[src/rtl/sfcp_pkg.sv]
// Shared types and constants of the SPI flash command planner.
package sfcp_pkg;

	localparam int ADDR_W = 24;
	localparam int LEN_W  = 25;

	localparam int PAGE_BYTES    = 256;
	localparam int SECTOR_BYTES  = 4096;
	localparam int ADDRESS_BITS  = 24;
	localparam int BLOCK32_BYTES = 256 * 128;
	localparam int BLOCK64_BYTES = 256 * 256;

	localparam int PAGE_SH    = $clog2(PAGE_BYTES);
	localparam int SECTOR_SH  = $clog2(SECTOR_BYTES);
	localparam int BLOCK32_SH = $clog2(BLOCK32_BYTES);
	localparam int BLOCK64_SH = $clog2(BLOCK64_BYTES);

	localparam logic [ADDR_W-1:0] ADDR_MASK = ADDR_W'((64'd1 << ADDRESS_BITS) - 64'd1);
	localparam logic [LEN_W-1:0]  CAPACITY_RESET = LEN_W'(8388608);

	localparam logic [7:0] OP_NONE          = 8'h00;
	localparam logic [7:0] OP_READ          = 8'h03;
	localparam logic [7:0] OP_PROGRAM       = 8'h02;
	localparam logic [7:0] OP_SECTOR_ERASE  = 8'h20;
	localparam logic [7:0] OP_BLOCK32_ERASE = 8'h52;
	localparam logic [7:0] OP_BLOCK64_ERASE = 8'hD8;
	localparam logic [7:0] OP_CHIP_ERASE    = 8'h60;

	typedef enum logic [1:0] {
		CMD_READ    = 2'd0,
		CMD_PROGRAM = 2'd1,
		CMD_ERASE   = 2'd2,
		CMD_POLL    = 2'd3
	} cmd_t;

	typedef enum logic [2:0] {
		ST_ISSUED = 3'd0,
		ST_DONE   = 3'd1,
		ST_RANGE  = 3'd2,
		ST_ALIGN  = 3'd3,
		ST_PAGE   = 3'd4,
		ST_BUSY   = 3'd5
	} status_t;

	typedef struct packed {
		logic [7:0]        opcode;
		logic [ADDR_W-1:0] next_addr;
		logic [LEN_W-1:0]  next_rem;
	} erase_step_t;

	typedef struct packed {
		logic [7:0]        opcode;
		logic [ADDR_W-1:0] address;
		logic [LEN_W-1:0]  bytes;
		logic              wel;
		status_t           status;
	} result_t;

endpackage

[src/rtl/sfcp_erase_step.sv]
// Picks the largest aligned erase block that fits and advances the erase cursor.
module sfcp_erase_step import sfcp_pkg::*; (
	input  logic [ADDR_W-1:0] base,
	input  logic [LEN_W-1:0]  remaining,
	output erase_step_t       step
);

	logic [LEN_W-1:0] size;

	always_comb begin
		if (base[BLOCK64_SH-1:0] == '0 && remaining >= LEN_W'(BLOCK64_BYTES)) begin
			size        = LEN_W'(BLOCK64_BYTES);
			step.opcode = OP_BLOCK64_ERASE;
		end else if (base[BLOCK32_SH-1:0] == '0 && remaining >= LEN_W'(BLOCK32_BYTES)) begin
			size        = LEN_W'(BLOCK32_BYTES);
			step.opcode = OP_BLOCK32_ERASE;
		end else begin
			size        = LEN_W'(SECTOR_BYTES);
			step.opcode = OP_SECTOR_ERASE;
		end
		step.next_rem  = (remaining >= size) ? remaining - size : '0;
		step.next_addr = base + size[ADDR_W-1:0];
	end

endmodule

[src/rtl/spi_flash_command_planner_unit.sv]
// Top level of the SPI flash command planner: request decode, erase sequencer and result register.
//
// Requests (read, page program, erase range) and status poll results enter on the
// in_valid/in_ready channel; one planned flash command or status report leaves on the
// out_valid/out_ready channel for each item that produces one. A status poll with the
// device busy, or with no erase pending, produces nothing.
// An accepted item is held in an input register, decoded there against the erase state,
// and its result is loaded into the output register, from which the receiver takes it.
// One item per cycle is sustained while the receiver takes each result; the only
// sequential dependence is the erase state, which the decode stage updates in the same
// cycle it loads the output register. When the receiver stalls, the output register
// holds its result and the input register holds the next item; in_ready drops only
// when both are full. Reset empties both registers, clears the pending erase and sets
// the capacity register to 8 MB. The capacity register is written with cfg_we/cfg_wdata;
// the user must do so only while idle, which the block itself does not enforce.
module spi_flash_command_planner_unit import sfcp_pkg::*; (
	input  logic              clk,
	input  logic              arst_n,
	input  logic              cfg_we,
	input  logic [LEN_W-1:0]  cfg_wdata,
	input  logic              in_valid,
	output logic              in_ready,
	input  logic [1:0]        command,
	input  logic [ADDR_W-1:0] start_address,
	input  logic [LEN_W-1:0]  byte_length,
	input  logic              device_busy,
	output logic              out_valid,
	input  logic              out_ready,
	output logic [7:0]        opcode,
	output logic [ADDR_W-1:0] flash_address,
	output logic [LEN_W-1:0]  transfer_bytes,
	output logic              write_enable_first,
	output logic [2:0]        status
);

	logic [LEN_W-1:0]  capacity_q;
	logic              erase_pending_q;
	logic [ADDR_W-1:0] next_addr_q;
	logic [LEN_W-1:0]  remaining_q;

	logic              valid_s1;
	cmd_t              cmd_s1;
	logic [ADDR_W-1:0] addr_s1;
	logic [LEN_W-1:0]  len_s1;
	logic              busy_s1;

	logic              out_valid_q;
	result_t           result_s2;

	logic              advance_s1;
	logic              res_valid;
	result_t           res;
	logic              pending_d;
	logic [ADDR_W-1:0] next_addr_d;
	logic [LEN_W-1:0]  remaining_d;

	logic [ADDR_W-1:0] step_base;
	logic [LEN_W-1:0]  step_rem;
	erase_step_t       step;

	logic [LEN_W:0]    addr_ext;
	logic [LEN_W:0]    end_sum;
	logic [LEN_W:0]    page_last;
	logic              page_bad;
	logic              out_of_range;
	logic              misaligned;

	assign advance_s1 = valid_s1 && (!out_valid_q || out_ready);
	assign in_ready   = !valid_s1 || advance_s1;

	// A poll continues the pending erase; an erase request starts a new one.
	assign step_base = (cmd_s1 == CMD_POLL) ? next_addr_q : addr_s1;
	assign step_rem  = (cmd_s1 == CMD_POLL) ? remaining_q : len_s1;

	sfcp_erase_step u_step (
		.base      (step_base),
		.remaining (step_rem),
		.step      (step)
	);

	assign addr_ext     = {2'b00, addr_s1};
	assign end_sum      = addr_ext + {1'b0, len_s1};
	assign page_last    = end_sum - (LEN_W+1)'(1);
	assign page_bad     = (len_s1 == '0) || (len_s1 > LEN_W'(PAGE_BYTES))
		|| (page_last[LEN_W:PAGE_SH] != addr_ext[LEN_W:PAGE_SH]);
	assign out_of_range = end_sum > {1'b0, capacity_q};
	assign misaligned   = (addr_s1[SECTOR_SH-1:0] != '0) || (len_s1[SECTOR_SH-1:0] != '0);

	always_comb begin
		res_valid   = 1'b0;
		res         = '0;
		res.status  = ST_ISSUED;
		pending_d   = erase_pending_q;
		next_addr_d = next_addr_q;
		remaining_d = remaining_q;
		if (cmd_s1 == CMD_POLL) begin
			if (erase_pending_q && !busy_s1) begin
				res_valid = 1'b1;
				if (remaining_q == '0) begin
					pending_d  = 1'b0;
					res.status = ST_DONE;
				end else begin
					res.opcode  = step.opcode;
					res.address = next_addr_q & ADDR_MASK;
					res.wel     = 1'b1;
					next_addr_d = step.next_addr;
					remaining_d = step.next_rem;
				end
			end
		end else if (erase_pending_q) begin
			res_valid  = 1'b1;
			res.status = ST_BUSY;
		end else begin
			res_valid = 1'b1;
			case (cmd_s1)
				CMD_READ: begin
					res.opcode  = OP_READ;
					res.address = addr_s1 & ADDR_MASK;
					res.bytes   = len_s1;
				end
				CMD_PROGRAM: begin
					if (page_bad) begin
						res.status = ST_PAGE;
					end else begin
						res.opcode  = OP_PROGRAM;
						res.address = addr_s1 & ADDR_MASK;
						res.bytes   = len_s1;
						res.wel     = 1'b1;
					end
				end
				default: begin
					if (out_of_range) begin
						res.status = ST_RANGE;
					end else if (misaligned) begin
						res.status = ST_ALIGN;
					end else if (len_s1 == '0) begin
						res.status = ST_DONE;
					end else if (addr_s1 == '0 && len_s1 == capacity_q) begin
						res.opcode  = OP_CHIP_ERASE;
						res.wel     = 1'b1;
						pending_d   = 1'b1;
						next_addr_d = '0;
						remaining_d = '0;
					end else begin
						res.opcode  = step.opcode;
						res.address = addr_s1 & ADDR_MASK;
						res.wel     = 1'b1;
						pending_d   = 1'b1;
						next_addr_d = step.next_addr;
						remaining_d = step.next_rem;
					end
				end
			endcase
		end
	end

	always_ff @(posedge clk or negedge arst_n) begin
		if (!arst_n) begin
			capacity_q      <= CAPACITY_RESET;
			erase_pending_q <= 1'b0;
			next_addr_q     <= '0;
			remaining_q     <= '0;
			valid_s1        <= 1'b0;
			out_valid_q     <= 1'b0;
		end else begin
			if (cfg_we) begin
				capacity_q <= cfg_wdata;
			end
			if (in_ready) begin
				valid_s1 <= in_valid;
			end
			if (advance_s1) begin
				erase_pending_q <= pending_d;
				next_addr_q     <= next_addr_d;
				remaining_q     <= remaining_d;
				out_valid_q     <= res_valid;
			end else if (out_ready) begin
				out_valid_q <= 1'b0;
			end
		end
	end

	always_ff @(posedge clk) begin
		if (in_valid && in_ready) begin
			cmd_s1  <= cmd_t'(command);
			addr_s1 <= start_address;
			len_s1  <= byte_length;
			busy_s1 <= device_busy;
		end
		if (advance_s1 && res_valid) begin
			result_s2 <= res;
		end
	end

	assign out_valid          = out_valid_q;
	assign opcode             = result_s2.opcode;
	assign flash_address      = result_s2.address;
	assign transfer_bytes     = result_s2.bytes;
	assign write_enable_first = result_s2.wel;
	assign status             = result_s2.status;

	// With no erase pending there must be nothing left to erase.
	a_idle_no_remaining: assert property (@(posedge clk) disable iff (!arst_n)
		!erase_pending_q |-> remaining_q == '0)
		else $error("erase bytes remain with no erase pending");

	// The erase cursor moves in whole sectors only.
	a_sector_cursor: assert property (@(posedge clk) disable iff (!arst_n)
		next_addr_q[SECTOR_SH-1:0] == '0 && remaining_q[SECTOR_SH-1:0] == '0)
		else $error("erase cursor left sector alignment");

	// A report other than a command issue carries no opcode.
	a_report_no_opcode: assert property (@(posedge clk) disable iff (!arst_n)
		out_valid && status != ST_ISSUED |-> opcode == OP_NONE && write_enable_first == 1'b0)
		else $error("status report carries a command");

endmodule
[config.mk]
export PLATFORM = sky130hd
export DESIGN_NAME = spi_flash_command_planner_unit
export DESIGN_NICKNAME = d
export VERILOG_FILES = /design/src/rtl/sfcp_pkg.sv /design/src/rtl/sfcp_erase_step.sv /design/src/rtl/spi_flash_command_planner_unit.sv
export SDC_FILE = /design/constraint.sdc
export NUM_CORES = 1
export LEC_CHECK = 0
export BUFFER_PORTS_ARGS = -buffer_cell sky130_fd_sc_hd__buf_4
export CAP_MARGIN = 0
export CORE_ASPECT_RATIO = 1.5
export CORE_MARGIN = 4
export CORE_UTILIZATION = 30
export DETAILED_ROUTE_END_ITERATION = 8
export SLEW_MARGIN = 20
export SYNTH_ARGS = -nofsm -noshare
export SYNTH_HDL_FRONTEND = slang
export SYNTH_SLANG_ARGS = --single-unit
[constraint.sdc]
create_clock -name clk -period 9.7 [get_ports clk]
set_clock_uncertainty 0.1 [all_clocks]
set_input_delay 1.94 -clock clk [delete_from_list [all_inputs] [get_ports clk]]
set_output_delay 1.94 -clock clk [all_outputs]
set_load 0.005 [all_outputs]
==> metrics.md, run 1 <==
| Metric | Value |
|---|---|
| CTS tree | yes |
| Area growth syn-to-layout | 18.5% |
| Fillers | approximately 4000 |
| Finished Core Util | a little over a third |
| Post-synth top flop | edfxtp_1 |
| Post-Syn Area per Cell | a little under 10 um^2 |
| Crit Path Category | reg -> reg |
| Data required, critical path | between 9 and 10 ns |
| Crit path capture type | flip-flop |
| Post-synth EDFFs | around 110 |
| Max-slew headroom | between 20% and 30% |
| Max Clk Rate | ~0.15 GHz |
| Post-layout nets | ~1500 |
| Residual DRC count | 0 |
| Crit path max fanout | 26 |
| Endpoints failing setup | 0 |
| Routed wire per std cell | 22.5 um |
| First-pass GRT wire length | 61.6 mm |
| Synth cell types | 91 |
| Final setup TNS | 0 ns |
| Max-slew violations | 0 |
| DR pass1 iterations | 5 |
| Top post-synthesis cells by count | nand2_1 (122), edfxtp_1 (111), o21ai_0 (86) |
| Synth Warn # | 0 |
| HP Class | reg -> reg |
| Number of H-tree levels | 4 |
| Routed WL | roughly 41 mm |
| Kind of start point of the critical path | flip-flop |
| Die area | ~43000 um^2 |
| GR Util All Layers | about a fifth |
| Post-synth top area cell | edfxtp_1 |
| Layout cells sized above 1 | 16.9% |
| Hold WS | just over 0.4 ns |
| GR Overflow Total | 0 |
| Pwr dens | ~170 nW/um^2 |
| Buffers on Ports | 143 |
| Pre-CTS setup slack | slightly above 3 ns |
| Largest net degree at the start of global routing | 76 |
| CTS resizes | 0 |
| RSZ-0062 raised after global routing | false |
| Min Tclk post-route | between 6 and 7 ns |
| Ant diodes | 0 |
| Placeable Area | 38800 um^2 |
| Slew at the pin closest to its max-slew limit | between 1 and 1.5 ns |
| Peak supply drop | 137 uV |
| Leak Pwr | around 5.7 nW |
| Status | finished clean |
| Tcrit/Tclk final | around 69% |
| Routability congestion estimate | slightly above 0.9 |
| Mapped Area | 11800 um^2 |
| Cells after synthesis | 1219 |
| DR iter-0 viols | 857 |
| Register area share after synthesis | 44.5% |
| Area share of the largest cell type after synthesis | 28.2% |
| Final worst setup slack | between 2 and 3 ns |
| HPWL after DPL | roughly 32 mm |
| ANT nets after route | 0 |
| #FFs+latches synth | 188 |
| CTS max path bufs | 2 |
| Final hold vios | 0 |
| Maxcap violations | 0 |
| Chip height | roughly 250 um |
| Overall via count from detail_route | ~10000 |
| Ranking of synthesized cells by area | edfxtp_1 (28%), dfrtp_1 (16%), ha_1 (6.0%) |
| IO Count | around 150 |
| Rows | between 80 and 90 |
| CTS Hold Bufs | 0 |
| Worst-path clk slew | 0.08 ns |
| Top-count cell post-synth | nand2_1 |
| Inserted Clock Buffers | 17 |
| Root buffer cell | clkbuf_16 |
| Antenna violations before repair | 0 |
| WP data arrival | between 6 and 7 ns |
| Clk sink count | around 190 |
| Ys async rst share | about two fifths |
| Vias in the first global route | a little over 10000 |
| Die width | around 170 um |
| Via/cell ratio | roughly 5.6 |
| Setup Buffers After CTS | 0 |
| Worst-Skew Late Latency | between 0.4 and 0.5 ns |
| Initial core utilization | 30.5% |
| Syn_nets | between 1000 and 1500 |
[power breakdown]
part | internal [W] | switching (W)
clock | 0.000372 | 0.000360
sequential | 0.000928 | 0.0000971
combinational | 0.000240 | 0.000360
[worst paths after layout]
| kind | startpoint | end | slack [ns] | depth (start not counted) |
|---|---|---|---|---|
| setup / recovery | len_s1[12] | remaining_q[0] | 2.99 | 17 |
| hold / removal | remaining_q[11] | remaining_q[11] | 0.40 | 1 |
| setup reg to reg | len_s1[12] | remaining_q[0] | 2.99 | 17 |
| hold reg to reg | remaining_q[11] | remaining_q[11] | 0.40 | 1 |
| max in group asynchronous | arst_n | capacity_q[20] | 7.41 | 2 |
| min in group asynchronous | arst_n | out_valid | 1.16 | 1 |
[metrics by stage]
stage / power, W / std cells / area, um^2
6_report: 0.00236 / 1841 / 14000
5_1_grt: 0.00248 / 1841 / 14000
4_1_cts: 0.00237 / 1841 / 14000
3_5_place_dp: 0.00164 / 1809 / 13400
3_3_place_gp: 0.00163 / 1809 / 13400
2_1_floorplan: 0.00139 / 1219 / 11800
[cells in the final DEF (no fill, tap or decap), drive strengths merged, types with 5 or more instances in the layout]
master	instances
nor2	69
and2	22
o21a	11
and3	14
a22oi	6
nor3	32
nand4	19
o31ai	15
buf	158
a211oi	16
xor2	22
clkinv	7
clkbuf	17
nand3	23
dfrtp	76
a31oi	14
o22ai	6
edfxtp	111
ha	57
nor2b	19
and4	6
nor4	33
a21oi	72
a2111oi	10
nand2	122
a21o	23
inv	73
a32oi	24
or3	11
mux2i	11
o41ai	6
nand2b	6
o211ai	9
xnor2	23
o2111ai	5
o21ai	110
a21boi	19
[worst max-delay path, stage by stage (launching register included)]
cell and delay [ns]:
edfxtp_1 0.60, ha_1 0.53, o21ai_0 0.31, a22oi_1 0.22
and2_1 0.23, a221o_1 0.40, a2111oi_0 0.61, o21ai_0 0.34
and2_1 0.28, ha_1 0.30, a21oi_1 0.24, nand4_1 0.15
o21ai_0 0.62, nand3_1 0.13, buf_4 0.28, and2_1 0.30
a21oi_1 0.76, nor2b_1 0.11
[cell type report]
type / count / area (um^2) / area share [%]
clock inverter: 15 / 189 / 1.35
timing repair buffer: 158 / 1190 / 8.50
sequential: 188 / 5260 / 37.6
inverter: 66 / 248 / 1.77
tap: 495 / 619 / 4.42
clock buffer: 17 / 425 / 3.04
multi-input combinational: 902 / 6070 / 43.4
[sequential cells by signal, summed over array words and instances (netlist names)]
name / count
out_valid: 1
busy_s1: 1
len_s1: 25
status: 3
flash_address: 24
addr_s1: 24
opcode: 6
erase_pending_q: 1
capacity_q: 25
valid_s1: 1
cmd_s1: 2
next_addr_q: 24
remaining_q: 25
write_enable_first: 1
transfer_bytes: 25
[metal layers]
layer  GRT usage, %  vias up  wire length, um
met5              0        -                0
met4           9.04        0             1940
met3           2.82      102             2010
met2           35.4      382            22100
met1           20.9     5089            15400
li1               -     4821                -
[cells by family after synthesis]
kind of cell,count (synthesis),synth area share (%)
multiplexers,14,1.22
adder cells (fa/ha/maj),58,6.20
AO/OA/AOI/OAI,378,21.9
buffers and inverters,129,4.33
XOR/XNOR,50,4.48
flip-flops,188,44.5
other,1,0.0317
AND/OR/NAND/NOR,401,17.3
Power figures use the tool's default switching activity.
==> inputs of run 2 (changes only) <==
Settings changed: ABC_AREA set to 1.
Clock period 9.7 ns to 6.48 ns, I/O delays scaled along.
==> metrics.md, run 2 <==
| Metric | Value |
|---|---|
| Maxcap violations | 0 (unchanged) |
| Area share of the largest cell type after synthesis | 26.7% (was 28.2%) |
| #FFs+latches synth | 188 (unchanged) |
| Routed wire per std cell | 17.8 um (was 22.5 um) |
| Status | finished clean (unchanged) |
| Post-layout nets | 1925 (was 1473) |
| Max-slew headroom | 31.6% (was 27.3%) |
| Reg2reg path depth | 28 (was 17) |
| ANT nets after route | 0 (unchanged) |
| Cell mode on critical path | nand2_1 |
| Rows | 91 (was 88) |
| Residual DRC count | 0 (unchanged) |
| Fillers | 4351 (was 3986) |
| Final hold vios | 0 (unchanged) |
| CTS max path bufs | 2 (unchanged) |
| Worst-Skew Late Latency | 0.46 ns (was 0.47 ns) |
| Inserted Clock Buffers | 17 (unchanged) |
| Post-Syn Area per Cell | 7.52 um^2 (was 9.70 um^2) |
| HPWL after DPL | 33.3 mm (was 31.7 mm) |
| CTS resizes | 0 (unchanged) |
| Syn_nets | 1800 (was 1359) |
| Vias in the first global route | 11400 (was 10400) |
| Max Clk Rate | 0.185 GHz (was 0.149 GHz) |
| Routed met3 length | 1.62 mm (was 2.01 mm) |
| Die area | 45000 um^2 (was 42700 um^2) |
| Synth cell types | 50 (was 91) |
| Max-slew violations | 0 (unchanged) |
| Metal-1 WL | 15.9 mm (was 15.4 mm) |
| First-pass GRT wire length | 64.2 mm (was 61.6 mm) |
| Commonest non-fill, non-tap cells in the layout | nand2_1 (536), inv_1 (201), buf_4 (155) (was buf_4 (157), nand2_1 (122), edfxtp_1 (111)) |
| Top post-synthesis cells by count | nand2_1 (536), inv_1 (202), nor2_1 (151) (was nand2_1 (122), edfxtp_1 (111), o21ai_0 (86)) |
| Pwr dens | 267 nW/um^2 (was 168 nW/um^2) |
| Crit Path Category | reg -> reg (unchanged) |
| Top-count cell post-synth | nand2_1 (unchanged) |
| Via/cell ratio | 4.85 (was 5.65) |
| Data required, critical path | 6.77 ns (was 9.91 ns) |
| Hold Path Stages | 2 (was 1) |
| Area growth syn-to-layout | 17.9% (was 18.5%) |
| RSZ-0062 raised after global routing | false (unchanged) |
| Placed cell area | 14100 um^2 (was 13400 um^2) |
| Initial core utilization | 30.4% (was 30.5%) |
| HP Class | reg -> reg (unchanged) |
| Worst-path clk slew | 0.08 ns (about the same) |
| Fin area | 14700 um^2 (was 14000 um^2) |
| WP data arrival | 5.70 ns (was 6.92 ns) |
| Worst path slowest cell | nor2_2 (was a21oi_1) |
| Total power | 0.00393 W (was 0.00236 W) |
| Buffers on Ports | 143 (unchanged) |
| Chip height | 258 um (was 251 um) |
| Tcrit/Tclk final | 83.4% (was 69.2%) |
| Final setup TNS | 0 ns (unchanged) |
| CTS Hold Bufs | 0 (unchanged) |
| Crit path max fanout | 19 (was 26) |
| DR pass1 iterations | 6 (was 5) |
| Slew at the pin closest to its max-slew limit | 1.02 ns (was 1.09 ns) |
| Clk sink count | 188 (unchanged) |
| Hold WS | 0.405 ns (about the same) |
| Layout cells sized above 1 | 14.8% (was 16.9%) |
| DR iter-0 viols | 932 (was 857) |
| IO Count | 145 (unchanged) |
| CP max stage delay | 0.58 ns (was 0.76 ns) |
| Crit path capture type | flip-flop (unchanged) |
| GR Overflow Total | 0 (unchanged) |
| Leak Pwr | 7.11 nW (was 5.67 nW) |
| Setup slack, reg-to-reg | 1.07 ns (was 2.99 ns) |
| GR Util All Layers | 18.5% (was 19.0%) |
| Routability congestion estimate | 0.999 (was 0.932) |
| Antenna violations before repair | 0 (unchanged) |
| Cells after synthesis | 1660 (was 1219) |
| Synth Warn # | 0 (unchanged) |
| CTS tree | yes (unchanged) |
| Root buffer cell | clkbuf_16 (unchanged) |
| Peak supply drop | 137 uV (about the same) |
| Post-synth top area cell | edfxtp_1 (unchanged) |
| Max Used Layer | met4 (unchanged) |
| Post-synth EDFFs | 111 (unchanged) |
| Register area share after synthesis | 42.2% (was 44.5%) |
| Number of H-tree levels | 4 (unchanged) |
| Overall via count from detail_route | 11400 (was 10400) |
| Kind of start point of the critical path | flip-flop (unchanged) |
| Die width | 175 um (was 170 um) |
| Setup Buffers After CTS | 0 (unchanged) |
| Commonest non-fill, non-tap cell in the layout | nand2_1 (was buf_4) |
| Ys async rst share | 41.0% (unchanged) |
| Routed WL | 41.9 mm (was 41.4 mm) |
| Ranking of synthesized cells by area | edfxtp_1 (27%), nand2_1 (16%), dfrtp_1 (15%) (was edfxtp_1 (28%), dfrtp_1 (16%), ha_1 (6.0%)) |
| Min Tclk post-route | 5.41 ns (was 6.71 ns) |
| Largest net degree at the start of global routing | 63 (was 76) |
| Endpoints failing setup | 0 (unchanged) |
| Mapped Area | 12500 um^2 (was 11800 um^2) |
| Ant diodes | 0 (unchanged) |
| Post-synth top flop | edfxtp_1 (unchanged) |
| Placeable Area | 41100 um^2 (was 38800 um^2) |
| WL met2 | 22.5 mm (was 22.1 mm) |
[run 2: critical path: cells and delay by family, from the launching register on]
family	cells	cell delay [ns]
compound gates	1	0.12
fa+ha+maj	3	0.94
buf+inv	4	0.64
flops	1	0.50
simple gates	20	3.03
[run 2: kinds of logic after synthesis]
group                      Yosys count  synth area share [%]
adders and majority gates           58                  5.87
xor gates and xnor gates            36                  2.68
AOI/OAI and AO/OA                  155                  6.71
other                                1                0.0300
DFF                                188                  42.2
buffers and inverters              261                  8.45
and+or+nand+nor                    960                  34.0
muxes                                1                0.0902
[run 2: path summary, 6_finish.rpt]
kind	from	end
max	addr_s1[0]	remaining_q[4]
min	remaining_q[14]	remaining_q[14]
max reg2reg	addr_s1[0]	remaining_q[4]
min reg2reg	remaining_q[14]	remaining_q[14]
max in group asynchronous	arst_n	capacity_q[9]
min in group asynchronous	arst_n	out_valid
[run 2: layout make-up]
type | count | area [um^2] | area share [%]
clock buffer | 17 | 425 | 2.89
inverter | 212 | 796 | 5.41
sequential | 188 | 5260 | 35.8
timing repair buffer | 155 | 1160 | 7.91
multi-input combinational | 1211 | 6190 | 42.1
tap | 558 | 698 | 4.75
clock inverter | 15 | 174 | 1.18
[run 2: per-stage QoR]
stage / std cells / util (%) / setup slack [ns]
CTS: 2356 / 35.8 / 1.07
floorplan: 1660 / - / 1.20
global placement: 2324 / 34.3 / 1.22
global route: 2356 / 35.8 / 0.620
finish: 2356 / 35.8 / 1.07
detailed placement: 2324 / 34.3 / 1.09
[run 2: metal layers]
| metal | global-route usage, % | vias to the layer above |
|---|---|---|
| met2 | 34.8 | 317 |
| li1 | - | 5633 |
| met1 | 20.5 | 5385 |
| met3 | 2.42 | 82 |
| met5 | 0 | - |
| met4 | 8.41 | 0 |
[run 2: power by group]
group          switching (W)  internal (W)  leakage [nW]
registers           0.000183       0.00151          2.06
logic               0.000737      0.000419          4.76
clock network       0.000539      0.000551         0.290
==> inputs of run 3 (changes only) <==
Clock period 6.48 ns to 5.6 ns, I/O delays scaled along.
==> metrics.md, run 3 (same netlist as run 2, synthesis figures left out) <==
| Metric | Value |
|---|---|
| Sw Share | 37.2% (was 37.1%) |
| R2R Path End | next_addr_q[3] (was remaining_q[4]) |
| Commonest non-fill, non-tap cell in the layout | nand2_1 (unchanged) |
| Area growth syn-to-layout | 18.1% (was 17.9%) |
| Leak Pwr | 7.13 nW (was 7.11 nW) |
| DR pass1 iterations | 6 (unchanged) |
| Worst reg2reg startpoint | len_s1[0] (was addr_s1[0]) |
| Largest net degree at the start of global routing | 63 (unchanged) |
| Max-slew headroom | 32.7% (was 31.6%) |
| GR Overflow Total | 0 (unchanged) |
| CTS tree | yes (unchanged) |
| GR Util All Layers | 18.7% (was 18.5%) |
| Comb pwr share | 29.7% (was 29.4%) |
| Worst-path clk slew | 0.08 ns (about the same) |
| Total net switching power | 0.00169 W (was 0.00146 W) |
| CTS max path bufs | 2 (unchanged) |
| Setup slack, reg-to-reg | 0.39 ns (was 1.07 ns) |
| Min Tclk post-route | 5.21 ns (was 5.41 ns) |
| Rows | 91 (unchanged) |
| Max Clk Rate | 0.192 GHz (was 0.185 GHz) |
| Register area | 5260 um^2 (unchanged) |
| Pre-CTS setup slack | 0.374 ns (was 1.09 ns) |
| Via/cell ratio | 4.82 (was 4.85) |
| Endpoints failing setup | 0 (unchanged) |
| Hold_sp | remaining_q[2] (was remaining_q[14]) |
| Number of H-tree levels | 4 (unchanged) |
| Tcrit/Tclk final | 93.1% (was 83.4%) |
| P_int | 0.00286 W (was 0.00248 W) |
| Setup Buffers After CTS | 0 (unchanged) |
| Peak supply drop | 189 uV (was 137 uV) |
| Max-slew violations | 0 (unchanged) |
| Commonest non-fill, non-tap cells in the layout | nand2_1 (536), inv_1 (201), buf_4 (161) (was nand2_1 (536), inv_1 (201), buf_4 (155)) |
| Initial core utilization | 30.4% (unchanged) |
| RSZ-0062 raised after global routing | false (unchanged) |
| Kind of start point of the critical path | flip-flop (unchanged) |
| Slew at the pin closest to its max-slew limit | 1.00 ns (was 1.02 ns) |
| Die area | 45000 um^2 (unchanged) |
| HPWL after DPL | 33.4 mm (was 33.3 mm) |
| Worst path slowest cell | edfxtp_1 (was nor2_2) |
| First-pass GRT wire length | 64.3 mm (was 64.2 mm) |
| Buffers on Ports | 143 (unchanged) |
| Final hold vios | 0 (unchanged) |
| Post-layout nets | 1931 (was 1925) |
| Die width | 175 um (unchanged) |
| Final worst setup slack | 0.386 ns (was 1.07 ns) |
| Clock power frac | 27.6% (was 27.7%) |
| Ant diodes | 0 (unchanged) |
| Routability congestion estimate | 0.938 (was 0.999) |
| Crit Path Category | reg -> reg (unchanged) |
| Crit path capture type | flip-flop (unchanged) |
| Hold Path Stages | 2 (unchanged) |
| Crit path max fanout | 27 (was 19) |
| Reg2reg path depth | 28 (unchanged) |
| Chip height | 258 um (unchanged) |
| Clk sink count | 188 (unchanged) |
| Data required, critical path | 5.90 ns (was 6.77 ns) |
| Area of the multi-input gates | 6200 um^2 (was 6190 um^2) |
| Routed wire per std cell | 17.9 um (was 17.8 um) |
| Layout cells sized above 1 | 15.1% (was 14.8%) |
| Final setup TNS | 0 ns (unchanged) |
| Cell mode on critical path | nand2_1 (unchanged) |
| DR iter-0 viols | 875 (was 932) |
| Worst hold endpoint | remaining_q[2] (was remaining_q[14]) |
| Pwr dens | 309 nW/um^2 (was 267 nW/um^2) |
| Fillers | 4323 (was 4351) |
| Root buffer cell | clkbuf_16 (unchanged) |
| Worst-Skew Late Latency | 0.48 ns (was 0.46 ns) |
| Vias in the first global route | 11400 (about the same) |
| Maxcap violations | 0 (unchanged) |
| Inserted Clock Buffers | 17 (unchanged) |
| Antenna violations before repair | 0 (unchanged) |
| Routed WL | 42.4 mm (was 41.9 mm) |
| Sequential share of power | 42.7% (was 42.9%) |
| ANT nets after route | 0 (unchanged) |
| Residual DRC count | 0 (unchanged) |
| IO Count | 145 (unchanged) |
| WP data arrival | 5.51 ns (was 5.70 ns) |
| Placeable Area | 41100 um^2 (unchanged) |
| Overall via count from detail_route | 11400 (about the same) |
| HP Class | reg -> reg (unchanged) |
| CP max stage delay | 0.49 ns (was 0.58 ns) |
| Status | finished clean (unchanged) |
## run 3: timing repair
| item | in CTS | in global routing |
|---|---|---|
| hold buffers | 0 | 0 |
| setup endpoints to repair | 0 | 1 |
| gates resized for setup | 0 | 1 |
## run 3: layout make-up
type / instances / area share, %
multi-input cells: 1211 / 42.1
clock inverters: 15 / 1.05
clock buffers: 17 / 2.89
well taps: 558 / 4.73
inverters: 212 / 5.40
repair buffers: 161 / 8.20
flip-flops and latches: 188 / 35.7
## run 3: power groups by stage
stage	registers, W	clock network [W]	logic (W)
floorplan	0.00191	0	0.000906
global placement	0.00197	0	0.00133
detailed placement	0.00197	0	0.00135
CTS	0.00194	0.00129	0.00136
global route	0.00198	0.00134	0.00152
finish	0.00194	0.00126	0.00135
## run 3: worst max-delay path, delay by kind of cell (launching register included)
kind / cells / cell delay, ns
simple gates: 20 / 2.85
fa+ha+maj: 3 / 0.94
buf+inv: 4 / 0.63
flops: 1 / 0.49
compound gates: 1 / 0.11
## run 3: worst max path at each step
stage                     slack [ns]              end      start
after global routing            0.08   next_addr_q[0]  len_s1[0]
after floorplan                 0.49  remaining_q[15]  out_ready
final                           0.39   next_addr_q[3]  len_s1[0]
after global placement          0.40   next_addr_q[4]  len_s1[0]
after detailed placement        0.37  next_addr_q[21]  len_s1[0]
after CTS                       0.34   next_addr_q[3]  len_s1[0]
## run 3: routing by layer
metal | part of all wire, % | vias to the layer above | track usage, %
met4 | 5.4 | 0 | 10.2
li1 | - | 5644 | -
met1 | 38 | 5362 | 20.3
met2 | 53 | 296 | 34.8
met3 | 3.5 | 89 | 2.37
met5 | 0 | - | 0
## run 3: per-stage QoR
stage / total power, W / hold slack, ns / cells / util, % / instance area [um^2]
after floorplan: 0.00281 / 0.349 / 1660 / - / 12500
after global placement: 0.00330 / 0.369 / 2330 / 34.4 / 14200
after detailed placement: 0.00332 / 0.385 / 2330 / 34.4 / 14200
after CTS: 0.00459 / 0.404 / 2362 / 35.9 / 14700
after global routing: 0.00484 / 0.437 / 2362 / 35.9 / 14700
final: 0.00456 / 0.403 / 2362 / 35.9 / 14700
